[src/design/cld_pkg.sv]
// Shared constants and interface types for the CPU load overload detector.
`default_nettype none

package cld_pkg;

  localparam int unsigned LOAD_W     = 7;
  localparam int unsigned TICK_W     = 64;
  localparam int unsigned TIME_W     = 32;
  localparam int unsigned HOLD_W     = 16;
  localparam int unsigned CFG_IDX_W  = 2;
  localparam int unsigned CFG_DATA_W = 16;

  localparam logic [LOAD_W-1:0] PCT_FULL    = 7'd100;
  localparam logic [LOAD_W-1:0] THRESH_RST  = 7'd90;
  localparam logic [HOLD_W-1:0] HOLDOFF_RST = 16'd20;

  localparam logic [CFG_IDX_W-1:0] CFG_THRESHOLD = 2'd0;
  localparam logic [CFG_IDX_W-1:0] CFG_HOLDOFF   = 2'd1;

  typedef struct packed {
    logic start;  // compute a sample from the counters
    logic base;   // store the counters as the first baseline
  } cld_cmd_t;

  typedef struct packed {
    logic              done;
    logic [LOAD_W-1:0] load;
  } cld_res_t;

endpackage

`default_nettype wire

[src/design/cld_load_calc.sv]
// Digit-serial counter delta and percent load unit (8-bit digits).
`default_nettype none

module cld_load_calc import cld_pkg::*; (
  input  logic              clk_i,
  input  logic              rst_ni,
  input  cld_cmd_t          cmd_i,
  input  logic [TICK_W-1:0] total_i,
  input  logic [TICK_W-1:0] idle_i,
  output cld_res_t          res_o
);

  localparam int unsigned DIG_W  = 8;
  localparam int unsigned ACC_W  = TICK_W + DIG_W;
  localparam int unsigned NDIG   = ACC_W / DIG_W;
  localparam int unsigned TDIG   = TICK_W / DIG_W;
  localparam int unsigned CNT_W  = $clog2(NDIG);
  localparam int unsigned PASS_W = $clog2(LOAD_W);

  typedef enum logic [1:0] {L_IDLE, L_DELTA, L_DIV} lstate_e;

  lstate_e             state_q;
  logic [CNT_W-1:0]    cnt_q;
  logic [PASS_W-1:0]   pass_q;
  logic                done_q;
  logic [LOAD_W-1:0]   load_q;
  logic [TICK_W-1:0]   pt_q, pi_q;   // previous counters
  logic [TICK_W-1:0]   dt_q, di_q;   // captured counters, then deltas
  logic [ACC_W-1:0]    t_q;          // running 2r + b*di
  logic                bt_q, bi_q, gb_q, nz_q;
  logic                rb_q, rm_q, ac_q, c1_q, c2_q, dm_q;
  logic [1:0]          k_q;
  logic [LOAD_W-1:0]   quo_q;

  logic [DIG_W:0]      sub_t, sub_i, sub_g, sub_r, add_t, cmp1, cmp2;
  logic [DIG_W-1:0]    ddig, idig, d2dig, kdig, r2dig;
  logic                last, bsel;
  logic [1:0]          kcur;
  logic [LOAD_W-1:0]   quo_n;

  // delta pass: total - prev, idle - prev, and the borrow of dt - di
  assign sub_t = {1'b0, dt_q[DIG_W-1:0]} - {1'b0, pt_q[DIG_W-1:0]} - {{DIG_W{1'b0}}, bt_q};
  assign sub_i = {1'b0, di_q[DIG_W-1:0]} - {1'b0, pi_q[DIG_W-1:0]} - {{DIG_W{1'b0}}, bi_q};
  assign sub_g = {1'b0, sub_t[DIG_W-1:0]} - {1'b0, sub_i[DIG_W-1:0]}
                 - {{DIG_W{1'b0}}, gb_q};

  // Horner pass over the bits of 100: t' = 2(t - k*dt) + b*di, k from t' vs dt, 2dt
  assign last  = (cnt_q == CNT_W'(NDIG - 1));
  assign ddig  = last ? '0 : dt_q[DIG_W-1:0];
  assign idig  = last ? '0 : di_q[DIG_W-1:0];
  assign d2dig = {ddig[DIG_W-2:0], dm_q};
  assign bsel  = PCT_FULL[PASS_W'(LOAD_W - 1) - pass_q];

  always_comb begin
    case (k_q)
      2'd1:    kdig = ddig;
      2'd2:    kdig = d2dig;
      default: kdig = '0;
    endcase
  end

  assign sub_r = {1'b0, t_q[DIG_W-1:0]} - {1'b0, kdig} - {{DIG_W{1'b0}}, rb_q};
  assign r2dig = {sub_r[DIG_W-2:0], rm_q};
  assign add_t = {1'b0, r2dig} + {1'b0, (bsel ? idig : {DIG_W{1'b0}})}
                 + {{DIG_W{1'b0}}, ac_q};
  assign cmp1  = {1'b0, add_t[DIG_W-1:0]} - {1'b0, ddig} - {{DIG_W{1'b0}}, c1_q};
  assign cmp2  = {1'b0, add_t[DIG_W-1:0]} - {1'b0, d2dig} - {{DIG_W{1'b0}}, c2_q};
  assign kcur  = !cmp2[DIG_W] ? 2'd2 : (!cmp1[DIG_W] ? 2'd1 : 2'd0);
  assign quo_n = {quo_q[LOAD_W-2:0], 1'b0} + LOAD_W'(kcur);

  always_ff @(posedge clk_i or negedge rst_ni) begin
    if (!rst_ni) begin
      state_q <= L_IDLE;
      cnt_q   <= '0;
      pass_q  <= '0;
      done_q  <= 1'b0;
      pt_q    <= '0;
      pi_q    <= '0;
    end else begin
      done_q <= (state_q == L_DIV) && last && (pass_q == PASS_W'(LOAD_W - 1));
      if (cmd_i.base) begin
        pt_q <= total_i;
        pi_q <= idle_i;
      end
      case (state_q)
        L_IDLE: begin
          if (cmd_i.start) begin
            state_q <= L_DELTA;
            cnt_q   <= '0;
          end
        end
        L_DELTA: begin
          // new total/idle digits replace the previous ones
          pt_q <= {dt_q[DIG_W-1:0], pt_q[TICK_W-1:DIG_W]};
          pi_q <= {di_q[DIG_W-1:0], pi_q[TICK_W-1:DIG_W]};
          if (cnt_q == CNT_W'(TDIG - 1)) begin
            state_q <= L_DIV;
            cnt_q   <= '0;
            pass_q  <= '0;
          end else begin
            cnt_q <= cnt_q + 1'b1;
          end
        end
        L_DIV: begin
          if (last) begin
            cnt_q <= '0;
            if (pass_q == PASS_W'(LOAD_W - 1)) begin
              state_q <= L_IDLE;
            end else begin
              pass_q <= pass_q + 1'b1;
            end
          end else begin
            cnt_q <= cnt_q + 1'b1;
          end
        end
        default: state_q <= L_IDLE;
      endcase
    end
  end

  always_ff @(posedge clk_i) begin
    case (state_q)
      L_IDLE: begin
        if (cmd_i.start) begin
          dt_q <= total_i;
          di_q <= idle_i;
          bt_q <= 1'b0;
          bi_q <= 1'b0;
          gb_q <= 1'b0;
          nz_q <= 1'b0;
        end
      end
      L_DELTA: begin
        dt_q  <= {sub_t[DIG_W-1:0], dt_q[TICK_W-1:DIG_W]};
        di_q  <= {sub_i[DIG_W-1:0], di_q[TICK_W-1:DIG_W]};
        bt_q  <= sub_t[DIG_W];
        bi_q  <= sub_i[DIG_W];
        gb_q  <= sub_g[DIG_W];
        nz_q  <= nz_q | (|sub_t[DIG_W-1:0]);
        t_q   <= '0;
        rb_q  <= 1'b0;
        rm_q  <= 1'b0;
        ac_q  <= 1'b0;
        c1_q  <= 1'b0;
        c2_q  <= 1'b0;
        dm_q  <= 1'b0;
        k_q   <= 2'd0;
        quo_q <= '0;
      end
      L_DIV: begin
        t_q <= {add_t[DIG_W-1:0], t_q[ACC_W-1:DIG_W]};
        if (last) begin
          rb_q  <= 1'b0;
          rm_q  <= 1'b0;
          ac_q  <= 1'b0;
          c1_q  <= 1'b0;
          c2_q  <= 1'b0;
          dm_q  <= 1'b0;
          k_q   <= kcur;
          quo_q <= quo_n;
          if (pass_q == PASS_W'(LOAD_W - 1)) begin
            // zero total delta or idle above total gives no load
            load_q <= (!nz_q || gb_q) ? '0 : PCT_FULL - quo_n;
          end
        end else begin
          dt_q <= {dt_q[DIG_W-1:0], dt_q[TICK_W-1:DIG_W]};
          di_q <= {di_q[DIG_W-1:0], di_q[TICK_W-1:DIG_W]};
          rb_q <= sub_r[DIG_W];
          rm_q <= sub_r[DIG_W-1];
          ac_q <= add_t[DIG_W];
          c1_q <= cmp1[DIG_W];
          c2_q <= cmp2[DIG_W];
          dm_q <= ddig[DIG_W-1];
        end
      end
      default: ;
    endcase
  end

  assign res_o.done = done_q;
  assign res_o.load = load_q;

endmodule

`default_nettype wire

[src/design/cpu_load_overload_detector.sv]
// Top level: CPU load overload detector with trimmed-mean window.
//
//  channel | direction | handshake                 | payload
//  --------+-----------+---------------------------+-----------------------------------------
//  in      | input     | in_valid_i / in_ready_o   | now_seconds_i, total_ticks_i, idle_ticks_i
//  out     | output    | out_valid_o / out_ready_i | baseline_only_o, skipped_o, sample_load_o,
//          |           |                           | mean_load_o, overloaded_o
//  cfg     | input     | cfg_valid_i / cfg_ready_o | cfg_index_i, cfg_data_i
//
// A computed tick passes through 8 delta digits, then 7 passes of 9 digits in the serial percent
// divider of cld_load_calc, then a window scan of one entry a cycle and a restoring mean divider.
// Baseline and skipped ticks go straight to the output stage. Reset loads threshold 90 and hold-off 20.
// One tick at a time; a new tick is taken while the previous result waits on out.
`default_nettype none

module cpu_load_overload_detector import cld_pkg::*; #(
  parameter int unsigned WINDOW_LEN = 5
) (
  input  logic                  clk_i,
  input  logic                  rst_ni,
  input  logic                  in_valid_i,
  output logic                  in_ready_o,
  input  logic [TIME_W-1:0]     now_seconds_i,
  input  logic [TICK_W-1:0]     total_ticks_i,
  input  logic [TICK_W-1:0]     idle_ticks_i,
  output logic                  out_valid_o,
  input  logic                  out_ready_i,
  output logic                  baseline_only_o,
  output logic                  skipped_o,
  output logic [LOAD_W-1:0]     sample_load_o,
  output logic [LOAD_W-1:0]     mean_load_o,
  output logic                  overloaded_o,
  input  logic                  cfg_valid_i,
  output logic                  cfg_ready_o,
  input  logic [CFG_IDX_W-1:0]  cfg_index_i,
  input  logic [CFG_DATA_W-1:0] cfg_data_i
);

  localparam int unsigned IDX_W  = $clog2(WINDOW_LEN);
  localparam int unsigned FILL_W = $clog2(WINDOW_LEN + 1);
  localparam int unsigned SUM_W  = $clog2(int'(PCT_FULL) * WINDOW_LEN + 1);
  localparam int unsigned DCNT_W = $clog2(SUM_W);

  typedef enum logic [2:0] {S_IDLE, S_CALC, S_SCAN, S_DIV, S_OUT} state_e;

  state_e              state_q;
  logic [LOAD_W-1:0]   thr_q;
  logic [HOLD_W-1:0]   hold_q;
  logic                primed_q, armed_q, flag_q;
  logic [TIME_W-1:0]   last_q, now_q;
  logic [IDX_W-1:0]    head_q, idx_q;
  logic [FILL_W-1:0]   fill_q, dsr_q;
  logic [SUM_W-1:0]    sum_q, dvd_q;
  logic [LOAD_W-1:0]   hi_q, lo_q;
  logic [FILL_W:0]     rem_q;
  logic [DCNT_W-1:0]   dcnt_q;
  logic                base_q, skip_q;
  logic [LOAD_W-1:0]   samp_q, mean_q;
  logic                out_valid_q, out_base_q, out_skip_q, out_flag_q;
  logic [LOAD_W-1:0]   out_samp_q, out_mean_q;
  logic [LOAD_W-1:0]   win_q [WINDOW_LEN];

  cld_cmd_t            calc_cmd;
  cld_res_t            calc_res;

  logic                in_fire, in_hold, scan_last, trim, div_ge;
  logic [TIME_W-1:0]   elapsed;
  logic [LOAD_W-1:0]   win_rd, hi_n, lo_n;
  logic [SUM_W-1:0]    sum_n, dvd_n, dvd_step;
  logic [FILL_W-1:0]   dsr_n;
  logic [FILL_W:0]     div_rs, rem_n;
  logic [IDX_W-1:0]    head_nx;

  assign in_ready_o  = (state_q == S_IDLE);
  assign cfg_ready_o = 1'b1;
  assign in_fire     = in_valid_i && in_ready_o;

  assign elapsed = now_seconds_i - last_q;
  assign in_hold = armed_q && (elapsed < {{(TIME_W - HOLD_W){1'b0}}, hold_q});

  assign calc_cmd.base  = in_fire && !primed_q;
  assign calc_cmd.start = in_fire && primed_q && !in_hold;

  cld_load_calc u_calc (
    .clk_i   (clk_i),
    .rst_ni  (rst_ni),
    .cmd_i   (calc_cmd),
    .total_i (total_ticks_i),
    .idle_i  (idle_ticks_i),
    .res_o   (calc_res)
  );

  // window scan, one entry a cycle
  assign win_rd    = win_q[idx_q];
  assign sum_n     = sum_q + SUM_W'(win_rd);
  assign hi_n      = (win_rd > hi_q) ? win_rd : hi_q;
  assign lo_n      = (win_rd < lo_q) ? win_rd : lo_q;
  assign scan_last = (idx_q == IDX_W'(fill_q - FILL_W'(1)));
  assign trim      = (fill_q >= FILL_W'(WINDOW_LEN - 1)) && (fill_q >= FILL_W'(3));
  assign dvd_n     = trim ? (sum_n - SUM_W'(hi_n) - SUM_W'(lo_n)) : sum_n;
  assign dsr_n     = trim ? (fill_q - FILL_W'(2)) : fill_q;
  assign head_nx   = (head_q == IDX_W'(WINDOW_LEN - 1)) ? '0 : head_q + 1'b1;

  // restoring divide of the window sum, one quotient bit a cycle
  assign div_rs   = {rem_q[FILL_W-1:0], dvd_q[SUM_W-1]};
  assign div_ge   = (div_rs >= {1'b0, dsr_q});
  assign rem_n    = div_ge ? (div_rs - {1'b0, dsr_q}) : div_rs;
  assign dvd_step = {dvd_q[SUM_W-2:0], div_ge};

  always_ff @(posedge clk_i) begin
    if (state_q == S_CALC && calc_res.done) begin
      win_q[head_q] <= calc_res.load;
    end
  end

  always_ff @(posedge clk_i or negedge rst_ni) begin
    if (!rst_ni) begin
      state_q     <= S_IDLE;
      thr_q       <= THRESH_RST;
      hold_q      <= HOLDOFF_RST;
      primed_q    <= 1'b0;
      armed_q     <= 1'b0;
      flag_q      <= 1'b0;
      last_q      <= '0;
      now_q       <= '0;
      head_q      <= '0;
      fill_q      <= '0;
      idx_q       <= '0;
      sum_q       <= '0;
      hi_q        <= '0;
      lo_q        <= '1;
      dvd_q       <= '0;
      dsr_q       <= '0;
      rem_q       <= '0;
      dcnt_q      <= '0;
      base_q      <= 1'b0;
      skip_q      <= 1'b0;
      samp_q      <= '0;
      mean_q      <= '0;
      out_valid_q <= 1'b0;
      out_base_q  <= 1'b0;
      out_skip_q  <= 1'b0;
      out_samp_q  <= '0;
      out_mean_q  <= '0;
      out_flag_q  <= 1'b0;
    end else begin
      if (cfg_valid_i) begin
        case (cfg_index_i)
          CFG_THRESHOLD: thr_q  <= cfg_data_i[LOAD_W-1:0];
          CFG_HOLDOFF:   hold_q <= cfg_data_i[HOLD_W-1:0];
          default: ;
        endcase
      end
      // in S_OUT the output register is reloaded below
      if (out_valid_q && out_ready_i && state_q != S_OUT) begin
        out_valid_q <= 1'b0;
      end
      case (state_q)
        S_IDLE: begin
          if (in_fire) begin
            now_q  <= now_seconds_i;
            samp_q <= '0;
            mean_q <= '0;
            base_q <= !primed_q;
            skip_q <= primed_q && in_hold;
            if (!primed_q) begin
              primed_q <= 1'b1;
              state_q  <= S_OUT;
            end else if (in_hold) begin
              state_q <= S_OUT;
            end else begin
              state_q <= S_CALC;
            end
          end
        end
        S_CALC: begin
          if (calc_res.done) begin
            samp_q  <= calc_res.load;
            head_q  <= head_nx;
            if (fill_q < FILL_W'(WINDOW_LEN)) begin
              fill_q <= fill_q + 1'b1;
            end
            idx_q   <= '0;
            sum_q   <= '0;
            hi_q    <= '0;
            lo_q    <= '1;
            state_q <= S_SCAN;
          end
        end
        S_SCAN: begin
          sum_q <= sum_n;
          hi_q  <= hi_n;
          lo_q  <= lo_n;
          if (scan_last) begin
            dvd_q   <= dvd_n;
            dsr_q   <= dsr_n;
            rem_q   <= '0;
            dcnt_q  <= DCNT_W'(SUM_W - 1);
            state_q <= S_DIV;
          end else begin
            idx_q <= idx_q + 1'b1;
          end
        end
        S_DIV: begin
          dvd_q <= dvd_step;
          rem_q <= rem_n;
          if (dcnt_q == '0) begin
            mean_q <= dvd_step[LOAD_W-1:0];
            if (dvd_step[LOAD_W-1:0] >= thr_q) begin
              flag_q  <= 1'b1;
              last_q  <= now_q;
              armed_q <= 1'b1;
            end else begin
              flag_q <= 1'b0;
            end
            state_q <= S_OUT;
          end else begin
            dcnt_q <= dcnt_q - 1'b1;
          end
        end
        S_OUT: begin
          if (!out_valid_q || out_ready_i) begin
            out_valid_q <= 1'b1;
            out_base_q  <= base_q;
            out_skip_q  <= skip_q;
            out_samp_q  <= samp_q;
            out_mean_q  <= mean_q;
            out_flag_q  <= flag_q;
            state_q     <= S_IDLE;
          end
        end
        default: state_q <= S_IDLE;
      endcase
    end
  end

  assign out_valid_o     = out_valid_q;
  assign baseline_only_o = out_base_q;
  assign skipped_o       = out_skip_q;
  assign sample_load_o   = out_samp_q;
  assign mean_load_o     = out_mean_q;
  assign overloaded_o    = out_flag_q;

  a_done_in_calc: assert property (@(posedge clk_i) disable iff (!rst_ni)
    calc_res.done |-> state_q == S_CALC)
    else $error("load unit finished outside the calc state");

  a_fill_bound: assert property (@(posedge clk_i) disable iff (!rst_ni)
    fill_q <= FILL_W'(WINDOW_LEN))
    else $error("window fill beyond window length");

  a_kind_excl: assert property (@(posedge clk_i) disable iff (!rst_ni)
    out_valid_o |-> !(baseline_only_o && skipped_o))
    else $error("result both baseline and skipped");

  a_flag_armed: assert property (@(posedge clk_i) disable iff (!rst_ni)
    flag_q |-> armed_q)
    else $error("overload flag without hold-off armed");

  a_load_range: assert property (@(posedge clk_i) disable iff (!rst_ni)
    out_valid_o |-> (sample_load_o <= PCT_FULL) && (mean_load_o <= PCT_FULL))
    else $error("load result above full scale");

endmodule

`default_nettype wire

[config.mk]
export PLATFORM = sky130hd
export DESIGN_NAME = cpu_load_overload_detector
export DESIGN_NICKNAME = d
export VERILOG_FILES = /design/src/design/cld_pkg.sv /design/src/design/cld_load_calc.sv /design/src/design/cpu_load_overload_detector.sv
export SDC_FILE = /design/constraint.sdc
export NUM_CORES = 1
export LEC_CHECK = 0
export BUFFER_PORTS_ARGS = -buffer_cell sky130_fd_sc_hd__buf_4
export CAP_MARGIN = 20
export CORE_ASPECT_RATIO = 1.5
export CORE_MARGIN = 10
export CORE_UTILIZATION = 66
export DETAILED_ROUTE_END_ITERATION = 8
export PLACE_DENSITY = 0.86
export SETUP_SLACK_MARGIN = 0.1
export SYNTH_ARGS = -nofsm -noshare
export SYNTH_HDL_FRONTEND = slang
export SYNTH_HIERARCHICAL = 1
export SYNTH_SLANG_ARGS = --single-unit
[constraint.sdc]
create_clock -name clk_i -period 20.4 [get_ports clk_i]
set_input_delay 2.04 -clock clk_i [delete_from_list [all_inputs] [get_ports clk_i]]
set_output_delay 2.04 -clock clk_i [all_outputs]
set_load 0.02 [all_outputs]
After elaboration in Yosys (flattened, before gate mapping):

Memories as Yosys holds them, arrays and structs flattened.
Cells that the tools add are included.

* word-level logic and storage cells: 267
* input bits: 183
* memory bits (writable): 35
* memories kept: 2
* ROM bits: 8
* bits in registers: 541

* muxes and demuxes: 93
* bitwise operators: 1
* equality and inequality tests: 28
* $lt $le $gt $ge: 9
* add/sub/neg operators: 30
* reduce and logical (&&, ||, !) cells: 54

Memory list
* win_q: depth 5, bits a word 7, read ports 1, clocked after Yosys merged registers in 0, write ports 1, line cpu_load_overload_detector.sv:61 `logic [LOAD_W-1:0] win_q [WINDOW_LEN];`
* (name not given): depth 8, bits a word 1, read ports 1, clocked after Yosys merged registers in 0, write ports 0, line cld_load_calc.sv:52 `assign bsel = PCT_FULL[PASS_W'(LOAD_W - 1) - pass_q];`

Operator list (count)
* $mux W64: 8
* $pmux W64 S3: 2
* $pmux W72 S2: 1
* $pmux W7 S2: 4
* $sub A8 B8 Y9: 6
* $sub A9 B1 Y9: 6
* $mux W7: 7
* $mux W3: 16
* $pmux W9 S2: 2
* $lt A32 B16 Y1: 1
* $sub A32 B32 Y32: 1
* $mux W9: 3
* $mux W8: 3
* $reduce_and A2 Y1: 12
* $reduce_and A3 Y1: 8
* $mux W4: 5
* $pmux W1 S2: 10
* $ne A2 B2 Y1 const B: 9
* $pmux W3 S2: 3
* $sub A9 B7 Y9: 2
* $pmux W8 S2: 1
* $mux W1: 15
* $pmux W3 S5: 1
* $reduce_bool A2 Y1: 7
* other kinds (48): 82

Longest topological paths before layout:

Gate-level depths: netlist of run 1.

* depth in word-level cells: 14
* mapped depth: 32

Hierarchy:

Netlist of run 1, hierarchy kept.

Modules (own cells, without submodules)
* cld_load_calc: cells an instance 1822, instances 1, seq. area each 10179.8 µm², area each 18761.7 µm²
* cpu_load_overload_detector: cells an instance 1241, instances 1, seq. area each 5521.5 µm², area each 12303.0 µm²

Least setup slack after synthesis of run 1:

Ideal clock, no wire load.

* kind: input to register
* from: input now_seconds_i[12]
* to: register u_calc.di_q[0] (enable)
* path slack: 8.543 ns
* stages: 18
* arrival: 11.199 ns
* buffers on the path: 1
* path through: ha_1 > buf_2 > a21oi_1 > a21boi_0 > a2111oi_2 > nand2_1 > xor2_1 > ha_1 > nand4_1 > nor3_1 > a21oi_1 > o2111ai_1 > a221o_1 > nor3_1 > and4_1 > a21oi_1 > o21bai_1 > a21oi_1

RTL lines
* from (decl): line cpu_load_overload_detector.sv:23 `input logic [TIME_W-1:0] now_seconds_i,`
* to (signal assigned): line cld_load_calc.sv:126 `di_q <= idle_i;`
* to (signal assigned): line cld_load_calc.sv:135 `di_q <= {sub_i[DIG_W-1:0], di_q[TICK_W-1:DIG_W]};`
* to (signal assigned): line cld_load_calc.sv:167 `di_q <= {di_q[DIG_W-1:0], di_q[TICK_W-1:DIG_W]};`
* to (decl): line cld_load_calc.sv:28 `logic [TICK_W-1:0] dt_q, di_q;`

Worst setup path after layout of run 1:

* from: register u_calc.cnt_q[0]
* to: register u_calc.load_q[6], data pin

* elaborated cells on any way between the ends: 17

RTL lines
* from (decl): line cld_load_calc.sv:23 `logic [CNT_W-1:0] cnt_q;`
* from (signal assigned): line cld_load_calc.sv:101 `cnt_q <= cnt_q + 1'b1;`
* from (signal assigned): line cld_load_calc.sv:113 `cnt_q <= cnt_q + 1'b1;`
* $eq A4 B4 Y1 *: line cld_load_calc.sv:48 `assign last = (cnt_q == CNT_W'(NDIG - 1));`
* $mux W8: line cld_load_calc.sv:49 `assign ddig = last ? '0 : dt_q[DIG_W-1:0];`
* $pmux W8 S2: line cld_load_calc.sv:55 `case (k_q)`
* $sub A8 B8 Y9: line cld_load_calc.sv:62 `assign sub_r = {1'b0, t_q[DIG_W-1:0]} - {1'b0, kdig} - {{DIG_W{1'b0}}, rb_q};`
* $sub A9 B1 Y9: line cld_load_calc.sv:62
* $add A8 B8 Y9: line cld_load_calc.sv:64 `assign add_t = {1'b0, r2dig} + {1'b0, (bsel ? idig : {DIG_W{1'b0}})}`
* $add A9 B1 Y9: line cld_load_calc.sv:65 `+ {{DIG_W{1'b0}}, ac_q};`
* $sub A8 B8 Y9 *: line cld_load_calc.sv:67 `assign cmp2 = {1'b0, add_t[DIG_W-1:0]} - {1'b0, d2dig} - {{DIG_W{1'b0}}, c2_q};`
* $sub A9 B1 Y9 *: line cld_load_calc.sv:67
* $mux W2 *: line cld_load_calc.sv:68 `assign kcur = !cmp2[DIG_W] ? 2'd2 : (!cmp1[DIG_W] ? 2'd1 : 2'd0);`
* via u_calc.kcur[1]: line cld_load_calc.sv:38 `logic [1:0] kcur;`
* $add A7 B2 Y7 *: line cld_load_calc.sv:69 `assign quo_n = {quo_q[LOAD_W-2:0], 1'b0} + LOAD_W'(kcur);`
* $sub A7 B7 Y7 *: line cld_load_calc.sv:163 `load_q <= (!nz_q || gb_q) ? '0 : PCT_FULL - quo_n;`
* to (signal assigned): line cld_load_calc.sv:163
* to (decl): line cld_load_calc.sv:26 `logic [LOAD_W-1:0] load_q;`

Mark *: on every way through the listed nets, which the timed path passes. The rest lies on a longest branch.
A chain may end at the register's enable or synchronous reset.

==> results.toml, run 1 <==
[outcome]
outcome = "complete, no violations"

[synthesis]
synth_ff_type = "dfrtp_1"
synth-async-reset-ratio = 0.550
synth_seq_cells = 575
mappedNetlistNets = 3460
synth_enable_flop_cells = 259
ys_seq_area_frac = 0.505
synth_cells = 3063
netlist_area_um2 = 31100
yosys.cell_types.count = 85
avgSynthCellArea_um2 = 10.1
yosys_warnings = 6

[drt]
drc = 0
drtPass1Iterations = 8
wl_met2_um = 40500
first_iter_violations = 1879
vias_per_cell = 5.98
dr_wl_met3_um = 3900
wirelength_met1_um = 28100
ant_nets = 0
top_layer_used = "met4"
drt_wl_total_um = 76100
routedWlPerCell_um = 19.8
num_vias = 22987

[global_route]
antenna_found_initial = 1
grt_max_degree = 123
grt_pass1_vias = 23899
grt_pass1_wl_um = 122000
grt-ovfl-total = 0
grt_usage = 0.267

[critical_path]
cp_max_fo = 14
cp.arrival_ns = 7.78
start_kind = "flop"
cp_common_cell = "ha_1"
max_stage_delay_ns = 0.50
cp.required_ns = 20.72
rr_worst_depth = 29
worst_setup_path_end_kind = "flop"
crit_type = "flop to flop"
slowest_stage = "o31ai_1"
regToRegSetupSlack_ns = 12.94

[clock_tree]
ctsHtreeMaxLevel = 2
cts_setup_buffers = 0
root_buffer = "clkbuf_16"
numCtsBuffers = 54
cts_hold_buf = 0
ctsLongestPathBuffers = 3
postCtsResizedCells = 0
cts_sinks = 575
clk_latency_ns = 0.60
cts_tree = "built"
clk_pin_slew_ns = 0.06

[power_and_ir_drop]
p_int_mw = 2.21
power_per_cell_area_nw_per_um2 = 88.1
p_sw_frac = 0.282
leakagePower_nw = 15.4
p_switching_mw = 0.865
max-vdd-ir-drop_uv = 74.9
p_seq_frac = 0.469
combPwrFrac = 0.187
power.share.clock = 0.343

[run]
max_cap_viol_count = 0

[hold_path]
hp-class = "flop to flop"
worstHoldPathCells = 2

[sta]
rsz0062_at_grt = "no"
max_freq_ghz = 0.134
skew_ns = 0.0309
setup_viol = 0
fin_tns_setup_ns = 0
period_minus_slack_ns = 7.46
finalHoldViolCount = 0
slew_violations = 0
worstMarginPinSlew_ns = 1.14
fin_crit_sh = 0.366
max-slew-margin-rel = 0.240

[cells_and_area]
area_delta_synth_final_pct = 12.2
fill_cells = 3056
drive_gt1_frac = 0.134
multi_input_area_um2 = 13600
fin_nets = 3603
regArea_um2 = 15700
fin_util = 0.748

[floorplanning]
die_h_um = 286
core_area_um2 = 46600
start_util = 0.667
io_pins = 203
die_w_um = 197
dieArea_um2 = 56300
rows = 97

[placement]
gp_congestion = 0.897
dp_hpwl_um = 54000
numPortBuffers = 201
-- kinds of logic after synthesis --
group / Yosys count / synth area share
multiplexers: 228 / 0.0804
other: 1 / 0.000121
flip-flops: 575 / 0.505
XOR/XNOR: 78 / 0.0222
AO/OA/AOI/OAI: 634 / 0.119
buffers and inverters: 484 / 0.0603
adder cells (fa/ha/maj): 215 / 0.0909
AND/OR/NAND/NOR: 848 / 0.122
-- critical path, delay by kind of cell, from the launching register on --
family	cells	cell delay (ns)
compound gates	9	1.79
xor+xnor	4	1.05
fa+ha+maj	8	2.45
buf+inv	2	0.13
flops	1	0.41
simple gates	6	1.34
-- cell type report --
class                           count  share of cell area
Inverter                          348              0.0375
Clock buffer                       76              0.0444
Timing Repair Buffer              223              0.0482
Antenna cell                        1           0.0000718
Clock inverter                     26             0.00919
Multi-Input combinational cell   2004               0.389
Tap cell                          594              0.0213
Sequential cell                   575               0.451
-- power by group through the flow --
stage                     Clock, mW  Sequential (mW)  Combinational, mW
after global routing           1.11             1.45              0.653
after CTS                      1.07             1.44              0.574
after floorplan                   0             1.43              0.386
final                          1.05             1.44              0.575
after global placement            0             1.45              0.525
after detailed placement          0             1.46              0.565
-- synth_stat cells, types with 9 or more instances --
library cell	instances	area, um^2
a31oi_1	15	93.8
o211ai_1	13	97.6
mux2i_1	147	1470
a211oi_1	9	67.6
clkbuf_1	93	349
nand4_1	19	119
a22oi_1	15	113
inv_1	346	1300
xor2_1	31	272
and3_1	14	87.6
buf_1	11	41.3
nand2b_1	19	119
nand3b_1	10	75.1
o21ai_0	356	1780
nor2b_1	13	81.3
mux2_2	73	822
a21o_1	33	248
dfstp_2	13	342
a22o_1	11	96.3
nand3_1	34	170
edfxtp_1	259	7780
and2_1	75	469
a21oi_1	114	571
fa_1	18	360
buf_2	28	140
nand2_1	478	1790
ha_1	196	2450
nor2_1	127	477
dfrtp_1	303	7580
nor3_1	21	105
xnor2_1	46	403
-- sequential cells by signal, summed over array words and instances, names as in the netlist, 4 cells and up --
name	flops
u_calc/t_q	72
u_calc/di_q	64
u_calc/dt_q	64
u_calc/pi_q	64
u_calc/pt_q	64
win_q	35
last_q	32
now_q	32
hold_q	16
dvd_q	9
sum_q	9
hi_q	7
lo_q	7
mean_load_o	7
mean_q	7
samp_q	7
sample_load_o	7
thr_q	7
u_calc/load_q	7
u_calc/quo_q	6
dcnt_q	4
u_calc/cnt_q	4
-- worst paths after layout --
check	from	endpoint
setup / recovery	u_calc/cnt_q[0]$_DFFE_PN0P_	u_calc/load_q[6]$_SDFFCE_PP0P_
max in group asynchronous	rst_ni	hi_q[2]$_DFFE_PN0P_
min in group asynchronous	rst_ni	hold_q[14]$_DFFE_PN0P_
hold reg to reg	now_q[10]$_DFFE_PN0P_	now_q[10]$_DFFE_PN0P_
setup reg to reg	u_calc/cnt_q[0]$_DFFE_PN0P_	u_calc/load_q[6]$_SDFFCE_PP0P_
hold / removal	now_q[10]$_DFFE_PN0P_	now_q[10]$_DFFE_PN0P_
-- layer usage --
metal  GRT usage  up-vias
met5           0        -
met4       0.130        0
met3      0.0354      201
met2       0.489      802
met1       0.298    11235
li1            -    10749
-- through the flow --
step                      hold WS, ns  setup WS [ns]  cell area, um^2  std cells  power (mW)
after CTS                       0.477          13.03            34800       3845        3.08
after global routing            0.498          12.45            34900       3847        3.22
after global placement          0.451          12.66            33000       3742        1.97
after floorplan                 0.440           8.54            31100       3063        1.82
final                           0.474          12.94            34900       3847        3.07
after detailed placement        0.461          12.52            33000       3743        2.02
-- cell usage in the layout, fill, tap and decap left out, types with 113 or more instances in the layout --
master / count
a21oi_1: 113
edfxtp_1: 259
inv_1: 346
nand2_1: 478
dfrtp_1: 303
nor2_1: 125
ha_1: 193
buf_4: 221
o21ai_0: 356
mux2i_1: 147
No activity file was read; power rests on OpenSTA's default activity.
==> run 2: changes to the inputs <==
CORE_UTILIZATION = 62   (was 66)
PLACE_DENSITY = 0.81   (was 0.86)
clock period = 7 ns   (was 20.4 ns; I/O delays follow)
==> results.toml, run 2 (same netlist as run 1, synthesis figures left out) <==
[drt]
drtPass1Iterations = 5
ant_nets = 0
drt_wl_total_um = 77300
routedWlPerCell_um = 19.7
drc = 0
vias_per_cell = 5.79
num_vias = 22774
first_iter_violations = 1497

[power_and_ir_drop]
leakagePower_nw = 15.5
power_mw = 8.97
max-vdd-ir-drop_uv = 277
power_per_cell_area_nw_per_um2 = 255

[global_route]
antenna_found_initial = 1
grt-ovfl-total = 0
grt_usage = 0.253
grt_pass1_wl_um = 122000
grt_pass1_vias = 23515
grt_max_degree = 160

[sta]
rsz0062_at_grt = "no"
worstMarginPinSlew_ns = 1.20
slew_violations = 0
fin_tns_setup_ns = 0
max_freq_ghz = 0.152
worst_slack_ns = 0.414
period_minus_slack_ns = 6.59
finalHoldViolCount = 0
max-slew-margin-rel = 0.198
skew_ns = 0.0262
fin_crit_sh = 0.941
setup_viol = 0

[floorplanning]
core_area_um2 = 49700
dieArea_um2 = 59600
start_util = 0.625
rows = 100
die_w_um = 203
die_h_um = 294
io_pins = 203

[cells_and_area]
largest_reg_flops = 72
area_delta_synth_final_pct = 13.3
regMostFlops = "u_calc/t_q"
layout_commonest_cell = "nand2_1"
drive_gt1_frac = 0.144
fin_nets = 3618
fin_util = 0.709
final_cell_mix = "nand2_1 (478), o21ai_0 (355), inv_1 (345)"
fill_cells = 3526

[placement]
dp_hpwl_um = 54600
gp_congestion = 0.893
numPortBuffers = 201
post-place-ws_ns = 0.0124

[critical_path]
slowest_stage = "fa_1"
cp.arrival_ns = 6.93
max_stage_delay_ns = 0.52
reg2reg_from = "u_calc/cnt_q[1]$_DFFE_PN0P_"
start_kind = "flop"
path_delay_family = "adder cells"
cp_common_cell = "ha_1"
worstSetupStartpoint = "u_calc/cnt_q[1]$_DFFE_PN0P_"
cp_max_fo = 5
crit_type = "flop to flop"
worst_setup_path_end_kind = "flop"
cp.required_ns = 7.34
worstPathBufferInverterCount = 3

[clock_tree]
numCtsBuffers = 54
root_buffer = "clkbuf_16"
cts_sinks = 575
ctsLongestPathBuffers = 3
clk_pin_slew_ns = 0.07
clk_latency_ns = 0.62
ctsHtreeMaxLevel = 2
cts_tree = "built"

[run]
max_cap_viol_count = 0

[outcome]
outcome = "complete, no violations"

[hold_path]
hp-class = "primary input to async pin"
## run 2: cell types whose count changed in the layout (fill, tap and decap cells not counted), sizes merged
cell and change:
clkinv +1, clkbuf -3, clkinvlp +1, buf +14, inv +1
## run 2: layout make-up
cell class              instances  area (um^2)  area share
flip-flops and latches        575        15700       0.446
multi-input cells            2004        13700       0.389
repair buffers                238         1830      0.0520
clock buffers                  72         1520      0.0433
inverters                     348         1310      0.0371
well taps                     663          830      0.0236
clock inverters                29          333     0.00945
diodes                          1         2.50   0.0000711
## run 2: routing by layer
metal | up-vias | track usage | share of wire | wire length, um
met2 | 691 | 0.466 | 0.53 | 41100
met1 | 11131 | 0.284 | 0.38 | 29100
met3 | 166 | 0.0391 | 0.050 | 3870
met4 | 0 | 0.107 | 0.042 | 3250
li1 | 10786 | - | - | -
met5 | - | 0 | 0 | 0
## run 2: power breakdown
part / internal, mW / leakage (nW) / total, mW / switching, mW
sequential: 3.93 / 6.22 / 4.20 / 0.270
clock: 1.76 / 0.899 / 3.08 / 1.32
combinational: 0.728 / 8.36 / 1.70 / 0.967
## run 2: stage by stage
step	hold WS (ns)	std cells	instance area, um^2
floorplan	0.404	3063	31100
global placement	0.452	3816	33100
detailed placement	0.462	3817	33100
CTS	0.0894	3921	35000
global route	0.130	3930	35200
finish	0.0821	3930	35200
## run 2: path summary, 6_finish.rpt
kind / endpoint / slack [ns] / depth (start not counted)
min in group clk_i: now_q[5]$_DFFE_PN0P_ / 0.31 / 3
hold / removal: hold_q[12]$_DFFE_PN0P_ / 0.08 / 1
max in group asynchronous: hi_q[1]$_DFFE_PN0P_ / 5.46 / 2
setup / recovery: u_calc/load_q[6]$_SDFFCE_PP0P_ / 0.41 / 30
hold reg to reg: now_q[31]$_DFFE_PN0P_ / 0.47 / 2
setup reg to reg: u_calc/load_q[6]$_SDFFCE_PP0P_ / 0.41 / 30
## run 2: what timing repair did
action	CTS	global route
gates resized for setup	3	21
endpoints found under the setup margin	2	3
hold buffers	0	0
setup buffers	3	6
pin swaps	2	5
gates cloned	0	0
